===== src/hw/rtl/sha256_stream_hasher_macros.svh =====
// Assertion macros for the SHA-256 stream hasher.
`ifndef SHA256_STREAM_HASHER_MACROS_SVH
`define SHA256_STREAM_HASHER_MACROS_SVH
`ifndef NO_ASSERTIONS
`define SHA_ASSERT_IMPL(lbl, clk, rst_n, ante, cons) \
    lbl: assert property (@(posedge clk) disable iff (!rst_n) (ante) |-> (cons)) \
        else $error("assertion failed");
`define SHA_ASSERT_NEXT(lbl, clk, rst_n, ante, cons) \
    lbl: assert property (@(posedge clk) disable iff (!rst_n) (ante) |=> (cons)) \
        else $error("assertion failed");
`else
`define SHA_ASSERT_IMPL(lbl, clk, rst_n, ante, cons)
`define SHA_ASSERT_NEXT(lbl, clk, rst_n, ante, cons)
`endif
`endif


===== src/hw/rtl/sha_pkg.sv =====
// Shared types, constants and functions of the SHA-256 stream hasher.
package sha_pkg;
    localparam logic FUNC_BYTE = 1'b0;
    localparam logic FUNC_END  = 1'b1;
    localparam int   QDEPTH    = 4;

    typedef struct packed {
        logic       func;
        logic [7:0] data;
    } t_req;

    localparam logic [31:0] INIT_HASH [8] = '{
        32'h6a09e667, 32'hbb67ae85, 32'h3c6ef372, 32'ha54ff53a,
        32'h510e527f, 32'h9b05688c, 32'h1f83d9ab, 32'h5be0cd19};

    localparam logic [31:0] ROUND_K [64] = '{
        32'h428a2f98, 32'h71374491, 32'hb5c0fbcf, 32'he9b5dba5, 32'h3956c25b, 32'h59f111f1,
        32'h923f82a4, 32'hab1c5ed5, 32'hd807aa98, 32'h12835b01, 32'h243185be, 32'h550c7dc3,
        32'h72be5d74, 32'h80deb1fe, 32'h9bdc06a7, 32'hc19bf174, 32'he49b69c1, 32'hefbe4786,
        32'h0fc19dc6, 32'h240ca1cc, 32'h2de92c6f, 32'h4a7484aa, 32'h5cb0a9dc, 32'h76f988da,
        32'h983e5152, 32'ha831c66d, 32'hb00327c8, 32'hbf597fc7, 32'hc6e00bf3, 32'hd5a79147,
        32'h06ca6351, 32'h14292967, 32'h27b70a85, 32'h2e1b2138, 32'h4d2c6dfc, 32'h53380d13,
        32'h650a7354, 32'h766a0abb, 32'h81c2c92e, 32'h92722c85, 32'ha2bfe8a1, 32'ha81a664b,
        32'hc24b8b70, 32'hc76c51a3, 32'hd192e819, 32'hd6990624, 32'hf40e3585, 32'h106aa070,
        32'h19a4c116, 32'h1e376c08, 32'h2748774c, 32'h34b0bcb5, 32'h391c0cb3, 32'h4ed8aa4a,
        32'h5b9cca4f, 32'h682e6ff3, 32'h748f82ee, 32'h78a5636f, 32'h84c87814, 32'h8cc70208,
        32'h90befffa, 32'ha4506ceb, 32'hbef9a3f7, 32'hc67178f2};

    function automatic logic [31:0] rotr(input logic [31:0] x, input int n);
        rotr = (x >> n) | (x << (32 - n));
    endfunction
endpackage


===== src/hw/rtl/sha_front.sv =====
// Front end: accepts requests and queues them for the engine.
module sha_front import sha_pkg::*; (
    input  logic       i_clk,
    input  logic       i_rst_n,
    input  logic       i_valid,
    output logic       o_ready,
    input  t_req       i_req,
    output logic       o_valid,
    input  logic       i_ready,
    output t_req       o_req
);
    localparam int AW = $clog2(QDEPTH);
    t_req          r_mem [QDEPTH];
    logic [AW-1:0] r_wp, r_rp;
    logic [AW:0]   r_cnt;
    logic          w_push, w_pop;

    assign o_ready = (r_cnt != (AW+1)'(QDEPTH));
    assign o_valid = (r_cnt != '0);
    assign o_req   = r_mem[r_rp];
    assign w_push  = i_valid && o_ready;
    assign w_pop   = o_valid && i_ready;

    // queue storage
    always_ff @(posedge i_clk) begin
        if (w_push) begin
            r_mem[r_wp] <= i_req;
        end
    end

    // pointers and fill count
    always_ff @(posedge i_clk) begin
        if (!i_rst_n) begin
            r_wp <= '0;
            r_rp <= '0;
            r_cnt <= '0;
        end else begin
            if (w_push) r_wp <= r_wp + 1'b1;
            if (w_pop) r_rp <= r_rp + 1'b1;
            r_cnt <= r_cnt + (AW+1)'(w_push) - (AW+1)'(w_pop);
        end
    end
endmodule


===== src/hw/rtl/sha_engine.sv =====
// Back end: block buffer, padding, 64-round compression and digest output.
module sha_engine import sha_pkg::*; (
    input  logic        i_clk,
    input  logic        i_rst_n,
    input  logic        i_valid,
    output logic        o_ready,
    input  t_req        i_req,
    output logic        o_valid,
    input  logic        i_ready,
    output logic [31:0] o_word,
    output logic [2:0]  o_index,
    output logic        o_last
);
    typedef enum logic [5:0] {
        S_IDLE = 6'b000001, S_PAD  = 6'b000010, S_LOAD = 6'b000100,
        S_RND  = 6'b001000, S_ADD  = 6'b010000, S_OUT  = 6'b100000
    } t_state;

    t_state       r_state;
    logic [31:0]  r_buf [16];  // block as big-endian words, one byte lane per write
    logic [5:0]   r_fill;
    logic [60:0]  r_total;
    logic [31:0]  r_h [8];
    logic [31:0]  r_v [8];
    logic [31:0]  r_w [16];
    logic [5:0]   r_rnd;
    logic [3:0]   r_ld;
    logic         r_final;  // compression belongs to end of message
    logic         r_lenok;  // length goes in the block being padded
    logic [2:0]   r_oidx;

    logic [63:0]  w_bits;
    logic [31:0]  w_wt, w_t1, w_t2, w_s0, w_s1, w_e, w_a;
    logic [7:0]   w_pb;

    assign o_ready = (r_state == S_IDLE);
    assign w_bits  = {r_total, 3'b000};
    assign o_valid = (r_state == S_OUT);
    assign o_word  = r_h[r_oidx];
    assign o_index = r_oidx;
    assign o_last  = (r_oidx == 3'd7);

    // padding byte at the current fill position
    always_comb begin
        if (r_fill < 6'd56 || !r_lenok) begin
            w_pb = 8'h00;
        end else begin
            w_pb = w_bits[8*(63-r_fill) +: 8];
        end
    end

    // schedule and round arithmetic
    always_comb begin
        w_s0 = rotr(r_w[1], 7) ^ rotr(r_w[1], 18) ^ (r_w[1] >> 3);
        w_s1 = rotr(r_w[14], 17) ^ rotr(r_w[14], 19) ^ (r_w[14] >> 10);
        w_wt = r_w[0];
        w_e  = r_v[4];
        w_a  = r_v[0];
        w_t1 = r_v[7] + (rotr(w_e, 6) ^ rotr(w_e, 11) ^ rotr(w_e, 25))
             + ((w_e & r_v[5]) ^ (~w_e & r_v[6])) + ROUND_K[r_rnd] + w_wt;
        w_t2 = (rotr(w_a, 2) ^ rotr(w_a, 13) ^ rotr(w_a, 22))
             + ((w_a & r_v[1]) ^ (w_a & r_v[2]) ^ (r_v[1] & r_v[2]));
    end

    // block buffer writes, earliest byte in the top lane
    always_ff @(posedge i_clk) begin
        if (r_state == S_IDLE && i_valid) begin
            r_buf[r_fill[5:2]][{~r_fill[1:0], 3'b000} +: 8] <=
                (i_req.func == FUNC_BYTE) ? i_req.data : 8'h80;
        end else if (r_state == S_PAD) begin
            r_buf[r_fill[5:2]][{~r_fill[1:0], 3'b000} +: 8] <= w_pb;
        end
    end

    // schedule window: load 16 words, then slide one per round
    always_ff @(posedge i_clk) begin
        if (r_state == S_LOAD) begin
            for (int k = 0; k < 15; k++) r_w[k] <= r_w[k+1];
            r_w[15] <= r_buf[r_ld];
        end else if (r_state == S_RND) begin
            for (int k = 0; k < 15; k++) r_w[k] <= r_w[k+1];
            r_w[15] <= r_w[0] + w_s0 + r_w[9] + w_s1;
        end
    end

    // control and hash state
    always_ff @(posedge i_clk) begin
        if (!i_rst_n) begin
            r_state <= S_IDLE;
            r_fill  <= '0;
            r_total <= '0;
            r_rnd   <= '0;
            r_ld    <= '0;
            r_final <= 1'b0;
            r_lenok <= 1'b0;
            r_oidx  <= '0;
            for (int k = 0; k < 8; k++) r_h[k] <= INIT_HASH[k];
        end else begin
            unique case (r_state)
                S_IDLE: begin
                    if (i_valid) begin
                        r_fill <= r_fill + 1'b1;
                        r_ld   <= '0;
                        if (i_req.func == FUNC_BYTE) begin
                            r_total <= r_total + 1'b1;
                            r_final <= 1'b0;
                            if (r_fill == 6'd63) r_state <= S_LOAD;
                        end else begin
                            r_final <= 1'b1;
                            r_lenok <= (r_fill < 6'd56);
                            if (r_fill == 6'd63) r_state <= S_LOAD;
                            else r_state <= S_PAD;
                        end
                    end
                end
                S_PAD: begin
                    r_fill <= r_fill + 1'b1;
                    if (r_fill == 6'd63) r_state <= S_LOAD;
                end
                S_LOAD: begin
                    r_ld <= r_ld + 1'b1;
                    if (r_ld == 4'd15) begin
                        r_state <= S_RND;
                        r_rnd   <= '0;
                        for (int k = 0; k < 8; k++) r_v[k] <= r_h[k];
                    end
                end
                S_RND: begin
                    r_v[7] <= r_v[6]; r_v[6] <= r_v[5]; r_v[5] <= r_v[4];
                    r_v[4] <= r_v[3] + w_t1;
                    r_v[3] <= r_v[2]; r_v[2] <= r_v[1]; r_v[1] <= r_v[0];
                    r_v[0] <= w_t1 + w_t2;
                    r_rnd  <= r_rnd + 1'b1;
                    if (r_rnd == 6'd63) r_state <= S_ADD;
                end
                S_ADD: begin
                    for (int k = 0; k < 8; k++) r_h[k] <= r_h[k] + r_v[k];
                    r_fill <= '0;
                    r_ld   <= '0;
                    if (!r_final) begin
                        r_state <= S_IDLE;
                    end else if (!r_lenok) begin
                        // second final block carries only zeros and length
                        r_lenok <= 1'b1;
                        r_state <= S_PAD;
                    end else begin
                        r_oidx  <= '0;
                        r_state <= S_OUT;
                    end
                end
                S_OUT: begin
                    if (i_ready) begin
                        r_oidx <= r_oidx + 1'b1;
                        if (r_oidx == 3'd7) begin
                            r_state <= S_IDLE;
                            r_final <= 1'b0;
                            r_lenok <= 1'b0;
                            r_total <= '0;
                            for (int k = 0; k < 8; k++) r_h[k] <= INIT_HASH[k];
                        end
                    end
                end
                default: r_state <= S_IDLE;
            endcase
        end
    end
endmodule


===== src/hw/rtl/sha256_stream_hasher.sv =====
// Top level of the streaming SHA-256 hasher.
// Usage:
//   Slave channel: one request per byte; tuser = func (0 byte, 1 end of
//   message), tdata = message byte.
//   Master channel: after end of message, eight digest words in tdata[31:0]
//   with the word index in tdata[34:32]; tlast marks the eighth word.
//   Requests enter a four-entry queue; the engine takes one byte per cycle
//   while gathering a block. A full block is loaded as 16 schedule words,
//   run through 64 rounds and added into the hash on the single shared round unit.
//   End of message pads at one byte per cycle, into a second block when the
//   length no longer fits, compresses, then shows the digest words one per
//   cycle while the master side is ready.
//   Reset returns to the initial hash values with an empty block.
//   A stall on the master side holds the current word; the queue keeps
//   accepting until it fills.
`include "sha256_stream_hasher_macros.svh"
module sha256_stream_hasher import sha_pkg::*; (
    input  logic        i_clk,
    input  logic        i_rst_n,
    input  logic        s_axis_tvalid,
    output logic        s_axis_tready,
    input  logic [7:0]  s_axis_tdata,  // [7:0] data_byte
    input  logic        s_axis_tuser,  // [0] func
    output logic        m_axis_tvalid,
    input  logic        m_axis_tready,
    output logic [39:0] m_axis_tdata,  // [31:0] digest_word, [34:32] word_index
    output logic        m_axis_tlast
);
    t_req        w_in_req, w_q_req;
    logic        w_q_valid, w_q_ready;
    logic [31:0] w_word;
    logic [2:0]  w_idx;

    assign w_in_req.func = s_axis_tuser;
    assign w_in_req.data = s_axis_tdata;

    sha_front u_front (
        .i_clk, .i_rst_n,
        .i_valid(s_axis_tvalid), .o_ready(s_axis_tready), .i_req(w_in_req),
        .o_valid(w_q_valid), .i_ready(w_q_ready), .o_req(w_q_req));

    sha_engine u_engine (
        .i_clk, .i_rst_n,
        .i_valid(w_q_valid), .o_ready(w_q_ready), .i_req(w_q_req),
        .o_valid(m_axis_tvalid), .i_ready(m_axis_tready),
        .o_word(w_word), .o_index(w_idx), .o_last(m_axis_tlast));

    assign m_axis_tdata = {5'b0, w_idx, w_word};

    `SHA_ASSERT_IMPL(a_last_idx, i_clk, i_rst_n, m_axis_tvalid && m_axis_tlast, m_axis_tdata[34:32] == 3'd7)
    `SHA_ASSERT_NEXT(a_idx_step, i_clk, i_rst_n, m_axis_tvalid && m_axis_tready && !m_axis_tlast, m_axis_tvalid && m_axis_tdata[34:32] == $past(m_axis_tdata[34:32]) + 3'd1)
    `SHA_ASSERT_NEXT(a_end_out, i_clk, i_rst_n, m_axis_tvalid && m_axis_tready && m_axis_tlast, !m_axis_tvalid)
endmodule


===== config.mk =====
export PLATFORM = sky130hd
export DESIGN_NAME = sha256_stream_hasher
export DESIGN_NICKNAME = d
export VERILOG_FILES = /design/src/hw/rtl/sha_pkg.sv /design/src/hw/rtl/sha_front.sv /design/src/hw/rtl/sha_engine.sv /design/src/hw/rtl/sha256_stream_hasher.sv
export VERILOG_INCLUDE_DIRS = /design/src /design/src/hw/rtl
export SDC_FILE = /design/constraint.sdc
export NUM_CORES = 2
export LEC_CHECK = 0
export BUFFER_PORTS_ARGS = -buffer_cell sky130_fd_sc_hd__buf_2
export CAP_MARGIN = 15
export CORE_MARGIN = 10
export CORE_UTILIZATION = 50
export DETAILED_ROUTE_END_ITERATION = 10
export GPL_ROUTABILITY_DRIVEN = 0
export PLACE_DENSITY = 0.65
export SETUP_SLACK_MARGIN = 0.05
export SYNTH_ARGS = -nofsm -noshare
export SYNTH_HDL_FRONTEND = slang
export SYNTH_SLANG_ARGS = --single-unit

===== constraint.sdc =====
create_clock -name i_clk -period 30.8 [get_ports i_clk]
set_input_delay 6.16 -clock i_clk [delete_from_list [all_inputs] [get_ports i_clk]]
set_output_delay 6.16 -clock i_clk [all_outputs]
set_load 0.01 [all_outputs]

After elaboration in Yosys (flattened, before gate mapping)
Memories as Yosys holds them, arrays and structs flattened. A register that Yosys moved wholly into a read port is not among the register bits.
Cells that the tools add are included.
{ "totals": {"mem_count": 6, "romBits": 2048, "latch_bits": 0, "mem_bits_rw": 1572, "output_inout_bits": 43, "register_bits": 95, "word_cells": 336} }
{ "classes": {"addsub": 29, "multipliers": 0, "n_shift": 4, "mux": 144, "bitwise_logic": 101, "div_mod_pow": 0, "n_reduce_logical": 19, "order_cmp": 2, "n_eq_ne": 20} }
{ "memory_table": {"columns": ["memory", "words", "width", "read_ports", "rd_clocked_by_memory_dff", "write_ports", "line", "text"], "rows": [
  ["(no name shown)", 64, 32, 1, 0, 0, "sha_engine.sv:60", "+ ((w_e & r_v[5]) ^ (~w_e & r_v[6])) + ROUND_K[r_rnd] + w_wt;"],
  ["u_engine.r_buf", 16, 32, 1, 1, 1, "sha_engine.sv:20", "logic [31:0] r_buf [16];"],
  ["u_engine.r_w", 16, 32, 16, 0, 16, "sha_engine.sv:25", "logic [31:0] r_w [16];"],
  ["u_engine.r_h", 8, 32, 9, 1, 8, "sha_engine.sv:23", "logic [31:0] r_h [8];"],
  ["u_engine.r_v", 8, 32, 8, 0, 8, "sha_engine.sv:24", "logic [31:0] r_v [8];"],
  ["u_front.r_mem", 4, 9, 1, 1, 1, "sha_front.sv:13", "t_req r_mem [QDEPTH];"]
]} }
{ "op_table": {"columns": ["op", "n"], "rows": [
  ["32-bit 2-to-1 mux", 44],
  ["32-bit adder", 18],
  ["32-bit XOR", 9],
  ["61-bit 2-to-1 mux", 4],
  ["32-bit AND", 5],
  ["61-bit one-hot mux with 2 select lines", 1],
  ["1-bit OR", 72],
  ["6-bit 2-to-1 mux", 11],
  ["1-bit 2-to-1 mux", 64],
  ["64-bit by 33-bit indexed part select with 8-bit output", 1],
  ["8-bit by 7-bit indexed part select with 32-bit output", 2],
  ["61-bit by 1-bit adder with 61-bit output, second input constant", 1],
  ["6-bit one-hot mux with 6 select lines", 1],
  ["32-bit NOT", 1],
  ["10-bit by 32-bit OR with 32-bit output", 1],
  ["13-bit by 32-bit OR with 32-bit output", 1],
  ["14-bit by 32-bit OR with 32-bit output", 1],
  ["15-bit by 32-bit OR with 32-bit output", 1],
  ["19-bit by 32-bit OR with 32-bit output", 1],
  ["21-bit by 32-bit OR with 32-bit output", 1],
  ["25-bit by 32-bit OR with 32-bit output", 1],
  ["26-bit by 32-bit OR with 32-bit output", 1],
  ["30-bit by 32-bit OR with 32-bit output", 1],
  ["7-bit by 32-bit OR with 32-bit output", 1],
  ["other kinds (45)", 75]
]} }

Depth between registers and ports, before layout
An unclocked memory read counts as a cell.
{ "depth": {"ltp_word": 10, "depth_mapped": 41} }

Hierarchy
A second synthesis with hierarchy kept.
{ "unflattened": {"hier_cells": 7686, "hier_area_um2": 91164.9} }
{ "by_module_without_submodules": {"columns": ["module", "cells_per_inst", "area_per_inst_um2", "seq_area_each_um2", "n_inst"], "rows": [
  ["sha_engine", 7585, 89336.9, 46744.8, 1],
  ["sha_front", 95, 1786.7, 1261.2, 1],
  ["sha256_stream_hasher", 6, 41.3, 0.0, 1]
]} }

Worst setup path after synthesis
No wires, ideal clock.
{ "synth_timing": {"kind": "input to register", "startpoint": "in i_rst_n", "endpoint": "mem u_engine.r_v[0][0], enable pin", "t_arrival_ns": 17.823, "path_buffers": 2, "t_required_ns": 29.895, "path_slack_ns": 12.071, "stages": 3, "setup_ns": 0.905, "path_cell_list": "clkbuf_1 > clkbuf_1 > nor2b_1"} }
{ "synth_rtl": {"columns": ["element", "line", "text"], "rows": [
  ["start: declaration", "sha256_stream_hasher.sv:19", "input logic i_rst_n,"],
  ["end: declaration", "sha_engine.sv:24", null]
]} }

==> impl_results.md <==
* Run status: finished, final reports clean
* WL final at 246.3 mm
* Most congested layer reported by global routing: met2
* Async set or reset register ratio after synthesis at 0
* ANT cells at 0
* Met2 usage at 0.3612
* Global-route track usage on met1 at 0.3583
* Power Internal at 3.846 mW
* Post-Synthesis Cells at 7206
* Final-report hold violation count at 0
* Clock skew at 0.07183 ns
* NetSw at 1.166 mW
* Complex-gate fraction of the synthesized area at 0.1024
* DP Cell Count at 9365
* Die H at 446.1 um
* Cell with the biggest individual delay on the critical path: sky130_fd_sc_hd__ha_1
* Most used flip-flop cell after synthesis: sky130_fd_sc_hd__edfxtp_1
* Share of cells above drive strength 1 at 0.1310
* Clock Root Buffer: sky130_fd_sc_hd__clkbuf_16
* Data required time at the worst endpoint at 31.37 ns
* Classification of the worst-slack hold path: flip-flop to flip-flop
* Port-buffer cells at 50
* Wire length of the first global-routing pass at 367.4 mm
* Share of the yosys chip area belonging to registers at 0.5288
* Total clock buffers created by CTS at 176
* Most prevalent standard cell on the critical path: sky130_fd_sc_hd__fa_1
* Clock Path Buffers at 3
* Std-Cell Core Area at 180700 um2
* Most used cells in the layout excluding fill and tap cells: sky130_fd_sc_hd__edfxtp_1 (1444), sky130_fd_sc_hd__nand2_1 (508), sky130_fd_sc_hd__a21oi_1 (488), sky130_fd_sc_hd__nor2_1 (433), sky130_fd_sc_hd__ha_1 (405)
* Worst relative slew slack at 0.2287
* CP Class: flip-flop to flip-flop
* Total negative setup slack at 0 ns
* Average wire per standard cell at 25.36 um
* Most common cell after layout, fill and taps aside: sky130_fd_sc_hd__edfxtp_1
* Upper clock frequency limit at 0.09276 GHz
* Power consumption at 5.012 mW
* Pin count of the biggest net entering global routing at 162
* DRT antenna net count at 0
* Post-synthesis instance area at 90780 um2
* H-tree levels at 4
* Total count of max-transition violations in the final report at 0
* Global Route met3 Usage at 0.03769
* Via count of the first global-routing pass at 57550
* Worst Setup Slack, final at 20.02 ns
* Antenna violations before repair at 7
* Cells resized by post-CTS repair at 0
* Clock transition at the registers of the reported paths at 0.06 ns
* Via density per instance at 6.185
* Setup-failing EPs final at 0
* Xor-xnor portion of the synthesized cell area at 0.05876
* Area overhead of the layout relative to synthesis at 9.451%
* Kind of end point of the critical path: flip-flop
* Global-route total usage across every layer at 0.2427
* Simple-Gate Fraction of Synth Area at 0.08460
* Proportion of total power due to net switching at 0.2326
* Total number of clock tree sinks at 1676
* Sequential fraction of design power at 0.508
* Post-Place Worst Slack at 20.32 ns
* DR pass1 iterations at 9
* Peak supply drop at 0.00005904 V
* Crit path time final at 10.78 ns
* MaxCap Viol Count at 0
* Leak pwr at 34.41 nW
* Area enclosed by the die boundary at 199000 um2
* Reg2Reg Setup Slack at 20.02 ns
* Top Ports at 56
* Crit Path Max Fanout at 25
* Dominant combinational cell family by area after synthesis: compound AO/OA/AOI/OAI gates
* Nature of the critical path startpoint: flip-flop
* Combinational cell fraction of total power at 0.062
* Drc violations at 0
* Vias at 60060
* Setup repair after global routing missed its margin: false
* Non-filler cells, final at 9711
* Dpl hpwl at 177.6 mm
* Peak per-stage delay on the critical path at 0.88 ns
* Core Rows at 156
* Cell variety after synth at 100
* Overflow left after global routing at 0
* Average instance area after synthesis at 12.60 um2
* Finished Core Util at 0.5497
* Worst-Skew Late Latency at 0.86 ns
* Die X at 446.1 um
* Number of buffers added to fix hold violations after cts at 0
* Multiplexer area fraction after synthesis at 0.09753
* Power per cell area at 50.44 nW/um2
* Portion of total power attributed to the clock network at 0.430
* Count of flip-flops with a built-in enable after synthesis at 1444
* Synthesized-area fraction occupied by adder cells at 0.1015
* Slew of the pin with the lowest slew margin at 1.153 ns
* Yosys warns at 0
* Number of setup buffers added after CTS at 0
* # fillers at 14800
* Initial Utilization at 0.5022
* TritonCTS clock tree: done
* Flip-flop and latch count after synthesis at 1676
* Violation count after the first detailed-route iteration at 7308
* Net count of the finished layout at 7800
* Final period util at 0.3500
* Data arrival time of the critical path at 11.35 ns
==> registers in the layout (all words and copies together) (netlist names), 4 cells and up, named ones only <==
| register | flops |
|---|---|
| u_front.r_mem | 36 |
| u_engine.r_w | 512 |
| u_engine.r_v | 256 |
| u_engine.r_state | 6 |
| u_engine.r_rnd | 6 |
| u_engine.r_h | 256 |
| u_engine.r_buf | 512 |
| u_engine.r_total | 61 |
| u_engine.r_ld | 4 |
| u_engine.r_fill | 6 |
==> synth_stat cells, types with 54 or more instances <==
cell                       instances  area share
sky130_fd_sc_hd__nor3_1          109      0.0060
sky130_fd_sc_hd__mux4_2          243       0.060
sky130_fd_sc_hd__o21ai_0         376       0.021
sky130_fd_sc_hd__inv_1           290       0.012
sky130_fd_sc_hd__a21o_1          172       0.014
sky130_fd_sc_hd__fa_1            196       0.043
sky130_fd_sc_hd__and3_1           60      0.0041
sky130_fd_sc_hd__edfxtp_1       1444        0.48
sky130_fd_sc_hd__nor2_1          434       0.018
sky130_fd_sc_hd__xnor2_1         401       0.039
sky130_fd_sc_hd__mux2_2          246       0.031
sky130_fd_sc_hd__buf_1            61      0.0025
sky130_fd_sc_hd__nand2b_1         76      0.0052
sky130_fd_sc_hd__xor2_1          208       0.020
sky130_fd_sc_hd__nand2_1         512       0.021
sky130_fd_sc_hd__a21oi_1         488       0.027
sky130_fd_sc_hd__ha_1            405       0.056
sky130_fd_sc_hd__or3_1            57      0.0039
sky130_fd_sc_hd__a211oi_1         54      0.0045
sky130_fd_sc_hd__nor2b_1          83      0.0057
sky130_fd_sc_hd__dfxtp_1         232       0.051
sky130_fd_sc_hd__clkbuf_1        260       0.011
sky130_fd_sc_hd__nand3_1         157      0.0087
==> area by class of cell <==
class / instances / area [um2] / share of cell area
clock buffer: 225 / 4711 / 0.04741
clock inverter: 108 / 1205 / 0.01213
inverter: 294 / 1106 / 0.01113
multi-input combinational: 4908 / 40450 / 0.4071
sequential: 1676 / 48030 / 0.4834
tap: 2370 / 2965 / 0.02985
timing repair buffer: 130 / 888.4 / 0.008941
==> routing by layer <==
layer,vias to the layer above,routed length (um),part of all wire
met3,484,21570,0.088
met1,29920,107000,0.43
met4,2,10220,0.042
met5,-,13,0.000053
met2,2852,107500,0.44
li1,26800,-,-
==> worst max-delay path, delay by kind of cell, from the launching register on <==
family	cells	cell delay, ns
compound gates	19	4.61
simple gates	3	0.56
fa+ha+maj	8	3.45
flops	1	0.30
mux	1	0.19
buf+inv	5	0.99
xor+xnor	2	0.40
==> metrics by stage <==
stage                     area, um2  hold slack, ns
after floorplan               90790          0.4003
after global placement        93330          0.4001
after detailed placement      93330          0.4045
after CTS                     99250          0.3766
after global routing          99360          0.3914
final                         99360          0.3879
==> power groups by stage <==
| stage | logic, mW | clock network, mW | registers [mW] |
|---|---|---|---|
| after floorplan | 0.200 | 0 | 2.58 |
| final | 0.312 | 2.16 | 2.54 |
| after global placement | 0.287 | 0 | 2.59 |
| after CTS | 0.299 | 2.19 | 2.55 |
| after detailed placement | 0.298 | 0 | 2.59 |
| after global routing | 0.340 | 2.28 | 2.55 |
==> final timing paths <==
check | end | from | depth (start not counted)
max | u_engine.r_v[0][31] | u_engine.r_rnd[1] | 38
max reg2reg | u_engine.r_v[0][31] | u_engine.r_rnd[1] | 38
min reg2reg | u_engine.r_w[0][227] | u_engine.r_w[0][259] | 0
min | u_engine.r_w[0][227] | u_engine.r_w[0][259] | 0
==> cells by family after synthesis <==
family | count (synthesis)
xor+xnor | 609
mux | 537
other cells | 1
compound gates | 1501
fa+ha+maj | 623
flops | 1676
buf+inv | 626
simple gates | 1633
(Power assumes the default switching activity.)
